[src/rtl/core/cdq_pkg.sv]
// shared types, operation codes and error codes for the circular deque
package cdq_pkg;

  // default storage shape
  localparam int CAPACITY_DEFAULT   = 16;
  localparam int DATA_WIDTH_DEFAULT = 32;

  // operation codes
  localparam logic [1:0] FUNC_PUSH_FRONT   = 2'd0;
  localparam logic [1:0] FUNC_PUSH_BACK    = 2'd1;
  localparam logic [1:0] FUNC_REMOVE_FRONT = 2'd2;
  localparam logic [1:0] FUNC_ROTATE       = 2'd3;

  // error codes
  localparam logic [1:0] ERR_OK    = 2'd0;
  localparam logic [1:0] ERR_EMPTY = 2'd1;
  localparam logic [1:0] ERR_FULL  = 2'd2;

  // input transaction
  typedef struct packed {
    logic [1:0]         func;
    logic signed [31:0] value;
  } in_item_t;

  // result transaction
  typedef struct packed {
    logic signed [31:0] first_value;
    logic signed [31:0] last_value;
    logic [4:0]         count;
    logic [1:0]         error;
  } out_item_t;

  // commands from controller to datapath
  typedef struct packed {
    logic accept;
    logic read;
    logic load;
  } cdq_cmd_t;

endpackage

[src/rtl/core/cdq_ctrl.sv]
// controller state machine: sequences update, store read and result load
module cdq_ctrl
  import cdq_pkg::*;
(
  input  logic     clk,
  input  logic     rst,
  input  logic     in_valid,
  output logic     in_stall,
  output logic     out_valid,
  input  logic     out_stall,
  output cdq_cmd_t cmd
);

  typedef enum logic [1:0] {
    ST_IDLE,
    ST_READ,
    ST_LOAD
  } state_t;

  state_t state;

  // result register may be refilled when empty or being taken
  logic out_free;
  assign out_free = !out_valid || !out_stall;

  // commands
  assign in_stall   = (state != ST_IDLE);
  assign cmd.accept = (state == ST_IDLE) && in_valid;
  assign cmd.read   = (state == ST_READ);
  assign cmd.load   = (state == ST_LOAD) && out_free;

  // state and output valid
  always_ff @(posedge clk) begin
    if (rst) begin
      state     <= ST_IDLE;
      out_valid <= 1'b0;
    end else begin
      // held while stalled, set by a load
      out_valid <= (out_valid && out_stall) || ((state == ST_LOAD) && out_free);
      case (state)
        ST_IDLE: begin
          if (in_valid) begin
            state <= ST_READ;
          end
        end
        ST_READ: begin
          state <= ST_LOAD;
        end
        ST_LOAD: begin
          if (out_free) begin
            state <= ST_IDLE;
          end
        end
        default: begin
          state <= ST_IDLE;
        end
      endcase
    end
  end

endmodule

[src/rtl/core/cdq_datapath.sv]
// datapath: element store, front and count pointers, end values and result register
module cdq_datapath
  import cdq_pkg::*;
#(
  parameter int CAPACITY   = CAPACITY_DEFAULT,
  parameter int DATA_WIDTH = DATA_WIDTH_DEFAULT
) (
  input  logic      clk,
  input  logic      rst,
  input  cdq_cmd_t  cmd,
  input  in_item_t  in_item,
  output out_item_t out_item
);

  localparam int IDX_W = $clog2(CAPACITY);
  localparam int CNT_W = $clog2(CAPACITY + 1);
  localparam logic [IDX_W-1:0] LAST_SLOT = IDX_W'(CAPACITY - 1);
  localparam logic [CNT_W-1:0] FULL_CNT  = CNT_W'(CAPACITY);

  logic [DATA_WIDTH-1:0] mem [CAPACITY];

  logic [IDX_W-1:0]      front;
  logic [CNT_W-1:0]      count;
  logic [DATA_WIDTH-1:0] first;
  logic [DATA_WIDTH-1:0] last;
  logic [DATA_WIDTH-1:0] rdata;
  logic [1:0]            err;
  logic                  reload;

  // decode of the incoming transaction
  logic                  full;
  logic                  empty;
  logic [DATA_WIDTH-1:0] wval;
  logic [IDX_W:0]        back_sum;
  logic [IDX_W-1:0]      back_slot;
  logic [IDX_W-1:0]      next_slot;
  logic [IDX_W-1:0]      prev_slot;

  assign full    = (count == FULL_CNT);
  assign empty   = (count == '0);
  assign wval    = DATA_WIDTH'($unsigned(in_item.value));

  // slot arithmetic, wrapping at the capacity
  always_comb begin
    back_sum  = {1'b0, front} + (IDX_W + 1)'(count);
    if (back_sum >= (IDX_W + 1)'(CAPACITY)) begin
      back_sum = back_sum - (IDX_W + 1)'(CAPACITY);
    end
    back_slot = back_sum[IDX_W-1:0];
    next_slot = (front == LAST_SLOT) ? '0 : front + 1'b1;
    prev_slot = (front == '0) ? LAST_SLOT : front - 1'b1;
  end

  // pointer, end value and store update on an accepted transaction
  always_ff @(posedge clk) begin
    if (rst) begin
      front <= '0;
      count <= '0;
    end else if (cmd.accept) begin
      reload <= 1'b0;
      err    <= ERR_OK;
      case (in_item.func)
        FUNC_PUSH_FRONT: begin
          if (full) begin
            err <= ERR_FULL;
          end else begin
            front          <= prev_slot;
            mem[prev_slot] <= wval;
            count          <= count + 1'b1;
            first          <= wval;
            if (empty) begin
              last <= wval;
            end
          end
        end
        FUNC_PUSH_BACK: begin
          if (full) begin
            err <= ERR_FULL;
          end else begin
            mem[back_slot] <= wval;
            count          <= count + 1'b1;
            last           <= wval;
            if (empty) begin
              first <= wval;
            end
          end
        end
        FUNC_REMOVE_FRONT: begin
          if (empty) begin
            err <= ERR_EMPTY;
          end else begin
            front  <= next_slot;
            count  <= count - 1'b1;
            reload <= 1'b1;
          end
        end
        default: begin
          // rotate: old front moves to the back slot
          if (empty) begin
            err <= ERR_EMPTY;
          end else begin
            if (!full) begin
              mem[back_slot] <= first;
            end
            front  <= next_slot;
            last   <= first;
            reload <= 1'b1;
          end
        end
      endcase
    end else if (cmd.load && reload) begin
      first <= rdata;
    end
  end

  // registered read of the new front entry
  always_ff @(posedge clk) begin
    if (cmd.read) begin
      rdata <= mem[front];
    end
  end

  // result register
  always_ff @(posedge clk) begin
    if (cmd.load) begin
      if (empty) begin
        out_item.first_value <= '0;
        out_item.last_value  <= '0;
      end else begin
        out_item.first_value <= reload ? 32'(rdata) : 32'(first);
        out_item.last_value  <= 32'(last);
      end
      out_item.count <= 5'(count);
      out_item.error <= err;
    end
  end

endmodule

[src/rtl/core/circular_deque_with_rotate.sv]
// top level of the bounded circular deque with rotate
//
// Input channel in_valid / in_stall carries one transaction: an operation
// (push front, push back, remove front, rotate front to back) and a value.
// Output channel out_valid / out_stall returns one result per transaction:
// front and back elements after the operation (zero when empty), the
// element count and an error code (empty on remove or rotate, full on push).
// A transaction passes through the update, the registered read of the new
// front entry from the single store port, and the load of the result
// register, after which its result is valid; a new transaction is taken
// only once the previous one has loaded its result.
// While the receiver stalls, the result register holds its value; the next
// transaction is still accepted and worked up to its load step, where it
// waits until the register is taken.
// Reset empties the deque at once (front and count cleared); the element
// store keeps whatever it held; an entry read before it is written never reaches a result.
module circular_deque_with_rotate
  import cdq_pkg::*;
#(
  parameter int CAPACITY   = CAPACITY_DEFAULT,
  parameter int DATA_WIDTH = DATA_WIDTH_DEFAULT
) (
  input  logic      clk,
  input  logic      rst,
  input  logic      in_valid,
  output logic      in_stall,
  input  in_item_t  in_item,
  output logic      out_valid,
  input  logic      out_stall,
  output out_item_t out_item
);

  cdq_cmd_t cmd;

  // controller
  cdq_ctrl u_ctrl (
    .clk       (clk),
    .rst       (rst),
    .in_valid  (in_valid),
    .in_stall  (in_stall),
    .out_valid (out_valid),
    .out_stall (out_stall),
    .cmd       (cmd)
  );

  // datapath
  cdq_datapath #(
    .CAPACITY   (CAPACITY),
    .DATA_WIDTH (DATA_WIDTH)
  ) u_datapath (
    .clk      (clk),
    .rst      (rst),
    .cmd      (cmd),
    .in_item  (in_item),
    .out_item (out_item)
  );

endmodule

[config.mk]
export PLATFORM = sky130hd
export DESIGN_NAME = circular_deque_with_rotate
export DESIGN_NICKNAME = d
export VERILOG_FILES = /design/src/rtl/core/cdq_pkg.sv /design/src/rtl/core/cdq_ctrl.sv /design/src/rtl/core/cdq_datapath.sv /design/src/rtl/core/circular_deque_with_rotate.sv
export SDC_FILE = /design/constraint.sdc
export NUM_CORES = 1
export LEC_CHECK = 0
export BUFFER_PORTS_ARGS = -buffer_cell sky130_fd_sc_hd__buf_2
export CAP_MARGIN = 20
export CELL_PAD_IN_SITES_DETAIL_PLACEMENT = 1
export CELL_PAD_IN_SITES_GLOBAL_PLACEMENT = 2
export CORE_AREA = 2 2 250 252
export DETAILED_ROUTE_END_ITERATION = 10
export DIE_AREA = 0 0 252 254
export PLACE_DENSITY_LB_ADDON = 0.1
export SLEW_MARGIN = 20
export SYNTH_ARGS = -nofsm -noshare
export SYNTH_HDL_FRONTEND = slang
export SYNTH_SLANG_ARGS = --single-unit
[constraint.sdc]
create_clock -name clk -period 14.65 [get_ports clk]
set_clock_uncertainty 0.15 [all_clocks]
set_input_delay 2.1975 -clock clk [delete_from_list [all_inputs] [get_ports clk]]
set_output_delay 2.1975 -clock clk [all_outputs]
set_load 0.005 [all_outputs]
# Yosys cells after proc, flatten, opt, wreduce, memory -nomap -nowiden

Memories as Yosys holds them, arrays and structs flattened. A register that Yosys moved wholly into a read port is not among the register bits.
Cells that the tools add are included.

Logic and storage cells: 110
Memory bits (writable): 512
Bits in latches: 0
Memories: 1
Flip-flop bits (word level): 150
Memory bits (read-only): 0
Output and inout port bits: 73
Input bits: 38

Shift operators: 0
Multiplexer cells: 43
Reductions and logical operators: 24
Multiply operators: 0
Div/mod/pow operators: 0
Bitwise gates (word level): 4
Order comparisons: 1
Eq/ne operators: 19
Add/sub/neg operators: 6

Memories:

| name           | depth | width | rd ports | clocked after memory_dff | wr ports | RTL line           | source |
|---|---|---|---|---|---|---|---|
| u_datapath.mem | 16    | 32    | 1        | 1                        | 1        | cdq_datapath.sv:20 | `logic [DATA_WIDTH-1:0] mem [CAPACITY];` |

Operator list:

| operator            | number |
|---|---|
| $mux 32             | 9 |
| $pmux 32 s3         | 1 |
| $pmux 32 s2         | 1 |
| $reduce_or 32->1    | 1 |
| $mux 4              | 6 |
| $mux 1              | 17 |
| $ne 2x2->1 const B  | 6 |
| $mux 5              | 2 |
| $pmux 5 s2          | 1 |
| $ne 3x3->1 const B  | 3 |
| $mux 2              | 4 |
| $pmux 4 s2          | 1 |
| $reduce_and 4->1    | 2 |
| $sub 4x1->4 const B | 2 |
| $reduce_and 7->1    | 1 |
| $pmux 2 s3          | 1 |
| $reduce_and 6->1    | 1 |
| $reduce_bool 2->1   | 3 |
| $add 4x5->5         | 1 |
| $add 5x1->5 const B | 1 |
| $eq 5x5->1 const B  | 1 |
| $ge 5x5->1 const B  | 1 |
| $logic_not 5->1     | 1 |
| $sub 5x1->5 const B | 1 |
| 17 further kinds    | 29 |

# Logic depth before layout (Yosys ltp)

Gate-level depths: netlist of run 1.

Depth after elaboration: 10
Depth in mapped cells: 9
Gate-level depth less buffers: 8

# Cells and area by module

From an unflattened synthesis of run 1, not the netlist that was laid out.

Cells, all modules: 1261
Area total of the unflattened synthesis: 27380.0 µm²

By module, submodules not included:

| module       | cells an instance | times used | area an instance (µm²) | seq. area each (µm²) |
|---|---|---|---|---|
| cdq_datapath | 1247              | 1          | 27248.6                | 20659.8 |
| cdq_ctrl     | 14                | 1          | 131.4                  | 60.1 |

# Worst setup path before layout of run 1

OpenSTA, ideal clock, no wires.

Path type: in2reg
Start: input out_stall
End: register u_datapath.first[0], enable pin
Stages: 3
Data arrival time: 7.166 ns
Path slack: 6.913 ns
Setup time: 0.421 ns
Path through: a21oi_1 > a32oi_1 > nor2_1

Cells in the longest elaborated chain, start to end: 6

RTL lines:

| element                            | RTL line                         | source |
|---|---|---|
| start: declaration                 | circular_deque_with_rotate.sv:29 | `input logic out_stall,` |
| $logic_not 1->1                    | cdq_ctrl.sv:24                   | `assign out_free = !out_valid \|\| !out_stall;` |
| $logic_or 1x1->1                   | cdq_ctrl.sv:24                   |  |
| $logic_and 1x1->1                  | cdq_ctrl.sv:30                   | `assign cmd.load = (state == ST_LOAD) && out_free;` |
| $logic_and 1x1->1                  | cdq_datapath.sv:111              | `end else if (cmd.load && reload) begin` |
| $reduce_bool 2->1 (no source line) | n/a                              |  |
| $reduce_and 6->1 (no source line)  | n/a                              |  |
| end signal: assignment             | cdq_datapath.sv:70               | `first <= wval;` |
| end signal: assignment             | cdq_datapath.sv:84               | `first <= wval;` |
| end signal: assignment             | cdq_datapath.sv:112              | `first <= rdata;` |
| end: declaration                   | cdq_datapath.sv:24               | `logic [DATA_WIDTH-1:0] first;` |

No other way between the ends.
A chain may end at the register's enable or synchronous reset.

# Final worst setup path of run 1

Start: input rst
End: memory u_datapath.mem[3][16] (netlist name), enable pin

Cells in the longest elaborated chain, start to end: 5
Elaborated cells on any way between the ends: 10
Those cells by class: mux (8); bitwise (1); reduce/logical (1)

RTL lines:

| element                                           | RTL line                                | source |
|---|---|---|
| start: declaration                                | circular_deque_with_rotate.sv:24        | `input logic rst,` |
| $mux 1                                            | cdq_datapath.sv:56                      | `if (rst) begin` |
| $mux 1, on equally long branches                  | cdq_datapath.sv:80, cdq_datapath.sv:103 |  |
| $or 1x1->1 (no source line)                       | n/a                                     |  |
| $reduce_or 32->1 (no source line)                 | n/a                                     |  |
| $mux 4 (no source line) or $mux 1 (tied branches) | n/a                                     |  |
| end: declaration                                  | cdq_datapath.sv:20                      |  |

Parallel ways exist; a longest one is shown, timed or not.

==> flow_summary_export.csv, run 1 <==
group,metric,value,unit
outcome,status,"complete, no violations",
worst_hold_path,hold_path_end,"u_datapath.out_item[0]",
timing,relSlewSlack,0.2850,
global_route,grt_overflow,0,
global_route,grt_pass1_vias,13200,
global_route,grt_pass1_wl,88.94,mm
setup_path,cp-start-kind,"primary input",
placed_design,placedCellCount,2179,
placed_design,place_ws,8.976,ns
placed_design,gp_congestion,0.7595,
cells_and_area,drive_gt1_frac,0.3266,
clocking,clockBufferDepth,3,
synth,synth-seq-cells,694,
cells_and_area,finalCoreUtilization,0.5161,
placed_design,placed_area,28900,µm²
cells_and_area,stdcell_area,31620,µm²
setup_path,critPathCaptureType,"flip-flop",
power,p_leak,10.19,nW
drt,dr.pass1.iters,5,
timing,grt_setup_unrepaired,"false",
worst_hold_path,min_path_cells,0,
clocking,cts-root-buf,"clkbuf_16",
synth,synth.cell_area,27330,µm²
clocking,insertion_delay,0.61,ns
synth,syn_avg_cell_area,20.56,µm²
setup_path,reg2reg_setup_slack,10.65,ns
die,die_area,64010,µm²
setup_path,path_max_fanout,32,
setup_path,critical_path_class,"primary input to flip-flop",
setup_path,cp.arrival,4.93,ns
placed_design,dpl.hpwl,38.28,mm
worst_hold_path,min-delay-start,"u_datapath.err[0]",
synth,synth_seq_area_share,0.7582,
drt,vias_per_cell,5.587,
clocking,cts_tree,"built",
clocking,post_cts_buffers,0,
timing,drv_slew,0,
die,fp.dieH,254,µm
setup_path,cp.required,14.72,ns
setup_path,worstRegToRegCells,5,
timing,fin_crit_sh,0.3319,
power,vdd_drop_max,0.09717,mV
drt,ant_nets,0,
timing,layout_setup_ws,9.787,ns
die,core_area,61260,µm²
timing,setup_viol,0,
cells_and_area,final_nets,1529,
synth,ys_warn_count,0,
die,io_pins,111,
die,rows,91,
clocking,cts.sinks,694,
global_route,grt_antenna_before_repair,3,
drt,wl_per_cell,25.96,µm
synth,synth_fp_nets,1377,
drt,routed_wl,60.51,mm
drt,route.detailed.drc,0,
timing,worst_pin_slew,1.070,ns
clocking,cts-resized-gates,0,
power,powerDensity,141.2,nW/µm²
timing,finalHoldViolCount,0,
synth,synthFlopType,"edfxtp_1",
synth,netlist_instances,1329,
setup_path,rr_endpoint,"u_datapath.mem[6][4]",
synth,ys_async_sr_fraction,0,
timing,fmax,0.2056,GHz
cells_and_area,area_delta_synth_final,15.70,%
global_route,grt_max_degree,66,
clocking,clkTransAtPathRegs,0.06,ns
job,drv_cap,0,
placed_design,portBuffers,110,
die,initial_core_util,0.4461,
drt,vias,13020,
timing,hold_slack,0.3032,ns
clocking,cts_hold_buf,0,
global_route,track_usage,0.1919,
clocking,cts_max_level,3,
power,finalPower,4.463,mW
cells_and_area,stdcell_count,2331,
timing,fin_crit,4.863,ns
die,fp.dieW,252,µm
timing,fin_tns_setup,0,ns
setup_path,r2r_start,"u_datapath.front[0]",
synth,synth_cell_type_count,50,
synth,synth_edf_count,682,
clocking,cts_inserted_buffers,76,
worst_hold_path,hp-class,"flip-flop to flip-flop",
drt,drtIter0Drc,1065,
## worst max-delay path, cell delays in order
cell and delay [ns]:
buf_2 0.22, nor4b_4 0.53, a21boi_0 0.54, o21ai_1 0.47
nor2_4 0.93
## registers in the layout, summed over array words and instances (netlist names)
register / flops
u_datapath.rdata: 32
u_datapath.front: 4
u_ctrl.state: 2
u_datapath.reload: 1
u_datapath.out_item: 71
u_ctrl.out_valid: 1
u_datapath.first: 32
u_datapath.last: 32
u_datapath.err: 2
u_datapath.count: 5
u_datapath.mem: 512
## cell families after synthesis
logic type                 after synthesis  share of synthesized area
adders and majority gates               10                   0.005128
buffers and inverters                   78                    0.01227
AOI/OAI and AO/OA                       42                    0.01085
DFF                                    694                     0.7582
xor gates and xnor gates                12                   0.003846
muxes                                  259                     0.1706
and+or+nand+nor                        234                    0.03906
## layout make-up
class	instances	area (µm²)
Sequential cell	694	20730
Tap cell	790	988.4
Timing Repair Buffer	143	1021
Multi-Input combinational cell	557	6425
Clock buffer	93	1987
Fill cell	5479	29640
Clock inverter	44	427.9
Antenna cell	1	2.502
Inverter	9	33.78
## cell usage in the layout, fill, tap and decap left out, types with 3 or more instances in the layout
cell type,n
o32a_1,3
nor2_1,46
clkbuf_1,16
ha_1,8
nor2b_1,35
clkinv_1,14
o21ai_0,5
mux4_2,159
nand3_1,3
nor3b_1,3
edfxtp_1,682
dfxtp_1,8
a21o_1,4
inv_6,4
a211oi_1,3
clkbuf_16,77
xnor2_1,8
buf_2,110
buf_4,17
bufinv_16,7
buf_12,13
nor2_4,18
xor2_1,4
nand2_1,107
a21oi_1,12
inv_1,9
a32oi_1,3
mux2i_1,36
clkinv_2,13
nand2b_1,3
mux2_2,64
buf_16,3
## power breakdown
group          internal [mW]  switching [mW]
registers               2.23          0.0209
clock network           1.09           0.770
logic                  0.136           0.209
## cells in the mapped netlist (2+ instances only)
master      n  area (µm²)
mux2_2     64       720.7
buf_6       2       22.52
o21ai_0     5       25.02
nand3_1     3       15.01
buf_1      10       37.54
buf_2      22       110.1
nor3_1      2       10.01
nor3b_1     3       22.52
edfxtp_1  682       20480
fa_1        2       40.04
xor2_1      4       35.03
a21o_1      4       30.03
a21oi_1    13       65.06
a32oi_1     3       26.28
nor2b_1    36       225.2
mux2i_1    36       360.4
and2_1      2       12.51
o21ai_1     2       10.01
and3_1      2       12.51
or4_1       2       15.01
nand2b_1    3       18.77
xnor2_1     8       70.07
nand2_1   107       401.6
ha_1        8       100.1
o32a_1      3       30.03
mux4_2    159        3581
dfxtp_1    12       240.2
a211oi_1    3       22.52
inv_1       9       33.78
clkbuf_1   35       131.4
nor2_1     64       240.2
## per-layer routing
layer  routed length (µm)  global-route usage  up-vias
li1                     -                   -     5686
met1                31240              0.3281     6919
met2                24750              0.2517      346
met3                 3436             0.02837       73
met4                 1080             0.04987        0
met5                    0                   0        -
## how the worst max path moves through the flow
stage	startpoint	to	depth (start not counted)
2_1_floorplan	out_stall	u_datapath.first[0]	3
3_3_place_gp	rst	u_datapath.mem[11][11]	5
3_5_place_dp	rst	u_datapath.mem[11][11]	5
4_1_cts	rst	u_datapath.mem[11][23]	5
5_1_grt	rst	u_datapath.mem[3][18]	5
6_report	rst	u_datapath.mem[3][16]	5
(Power assumes the default switching activity.)
==> run 2, diff against run 1 <==
- clock period: 14.65 -> 4.6 ns (I/O delays scaled with it)
==> flow_summary_export.csv, run 2 (synthesis results as in run 1) <==
group,metric,value,unit
outcome,status,"complete, no violations",
clocking,cts-resized-gates,0,
timing,drv_slew,0,
timing,fmax,0.2804,GHz
job,drv_cap,0,
cells_and_area,biggestRegsByFlops,"u_datapath.mem x512, u_datapath.out_item x71",
setup_path,cp_top_family,"compound AO/OA/AOI/OAI gates",
timing,fin_crit,3.566,ns
timing,worst_pin_slew,0.9609,ns
setup_path,critPathCaptureType,"flip-flop",
cells_and_area,drive_gt1_frac,0.3290,
global_route,grt_pass1_wl,96.37,mm
drt,ant_nets,0,
clocking,cts_tree,"built",
global_route,grt_overflow,0,
cells_and_area,regMostFlops,"u_datapath.mem",
drt,vias,13170,
setup_path,cp_slowest_cell,"dfxtp_4",
die,initial_core_util,0.4461,
setup_path,slowest_delay,0.67,ns
global_route,track_usage,0.2097,
power,p_leak,10.15,nW
setup_path,path_max_fanout,30,
cells_and_area,finalCoreUtilization,0.5142,
timing,grt_setup_unrepaired,"false",
timing,fin_crit_sh,0.7752,
setup_path,critical_path_class,"flip-flop to flip-flop",
worst_hold_path,hp-class,"primary input to flip-flop",
drt,routed_wl,65.42,mm
die,die_area,64010,µm²
placed_design,place_ws,1.028,ns
timing,finalHoldViolCount,0,
die,core_area,61260,µm²
clocking,clkTransAtPathRegs,0.06,ns
clocking,insertion_delay,0.62,ns
cells_and_area,layout_common_cells,"edfxtp_1, mux4_2, buf_2",
cells_and_area,final_nets,1533,
global_route,grt_max_degree,120,
timing,relSlewSlack,0.3594,
clocking,cts_inserted_buffers,74,
die,fp.dieH,254,µm
clocking,post_cts_buffers,0,
timing,layout_setup_ws,1.034,ns
power,vdd_drop_max,0.3165,mV
power,powerDensity,444.4,nW/µm²
setup_path,cp-start-kind,"flip-flop",
global_route,grt_pass1_vias,13860,
timing,fin_tns_setup,0,ns
setup_path,cp.arrival,3.71,ns
drt,route.detailed.drc,0,
drt,vias_per_cell,5.653,
cells_and_area,multi_input_area,6425,µm²
timing,setup_viol,0,
clocking,cts_hold_buf,0,
cells_and_area,largest_register_ffs,512,
setup_path,worstPathCellList,"inv_1 > ha_1 > o311ai_0 > buf_4 > a32oi_1 > nor2_4 > buf_12",
drt,drtIter0Drc,1216,
clocking,clockBufferDepth,3,
setup_path,cp_num_buf_inv,3,
drt,wl_per_cell,28.08,µm
cells_and_area,final_common_cell,"edfxtp_1",
placed_design,dpl.hpwl,40.98,mm
global_route,grt_antenna_before_repair,1,
cells_and_area,n_fill_cell,5442,
clocking,cts.sinks,694,
placed_design,gp_congestion,0.7863,
cells_and_area,regArea,20730,µm²
cells_and_area,area_delta_synth_final,15.26,%
placed_design,placed_area,29160,µm²
drt,dr.pass1.iters,5,
placed_design,portBuffers,110,
setup_path,cp.required,4.74,ns
die,rows,91,
clocking,cts_max_level,3,
cells_and_area,stdcell_area,31500,µm²
clocking,cts-root-buf,"clkbuf_16",
die,fp.dieW,252,µm
die,io_pins,111,
[run 2: final timing paths]
path / startpoint / endpoint / slack, ns / cells past startpoint
worst min register to register: u_datapath.err[1] / u_datapath.out_item[1] / 0.30 / 0
worst min-delay path: in_item[9] / u_datapath.first[9] / 0.22 / 3
worst max register to register: u_datapath.front[1] / u_datapath.mem[0][1] / 1.03 / 7
worst max-delay path: u_datapath.front[1] / u_datapath.mem[0][1] / 1.03 / 7
[run 2: metrics by stage]
stage	instances	total power [mW]	hold slack (ns)
after CTS	2326	14.15	0.1868
after global routing	2328	14.45	0.2278
final	2330	14.00	0.2249
after detailed placement	2197	8.460	0.2880
after floorplan	1329	8.011	0.2503
after global placement	2197	8.443	0.2836
[run 2: cell type report]
class | instances | area share
diodes | 2 | 0.0001589
clock buffers | 93 | 0.06273
inverters | 9 | 0.001073
well taps | 790 | 0.03138
clock inverters | 36 | 0.009892
repair buffers | 149 | 0.03258
flip-flops and latches | 694 | 0.6582
multi-input cells | 557 | 0.2040
[run 2: worst reg2reg max path, stage by stage, from the launching register on]
cell,delay (ns)
dfxtp_4,0.67
inv_1,0.19
ha_1,0.31
o311ai_0,0.59
buf_4,0.24
a32oi_1,0.32
nor2_4,0.51
buf_12,0.26
[run 2: per-layer routing]
metal | track usage | wire (µm) | up-vias
li1 | - | - | 5686
met1 | 0.3155 | 31080 | 7041
met2 | 0.3168 | 29820 | 370
met3 | 0.03759 | 3355 | 75
met4 | 0.05748 | 1166 | 0
met5 | 0 | 0 | -
[run 2: power by group]
group	leakage, nW	internal [mW]	switching [mW]	total [mW]
clock	1.13	3.27	2.41	5.68
combinational	2.75	0.443	0.679	1.12
sequential	6.28	7.12	0.0733	7.19
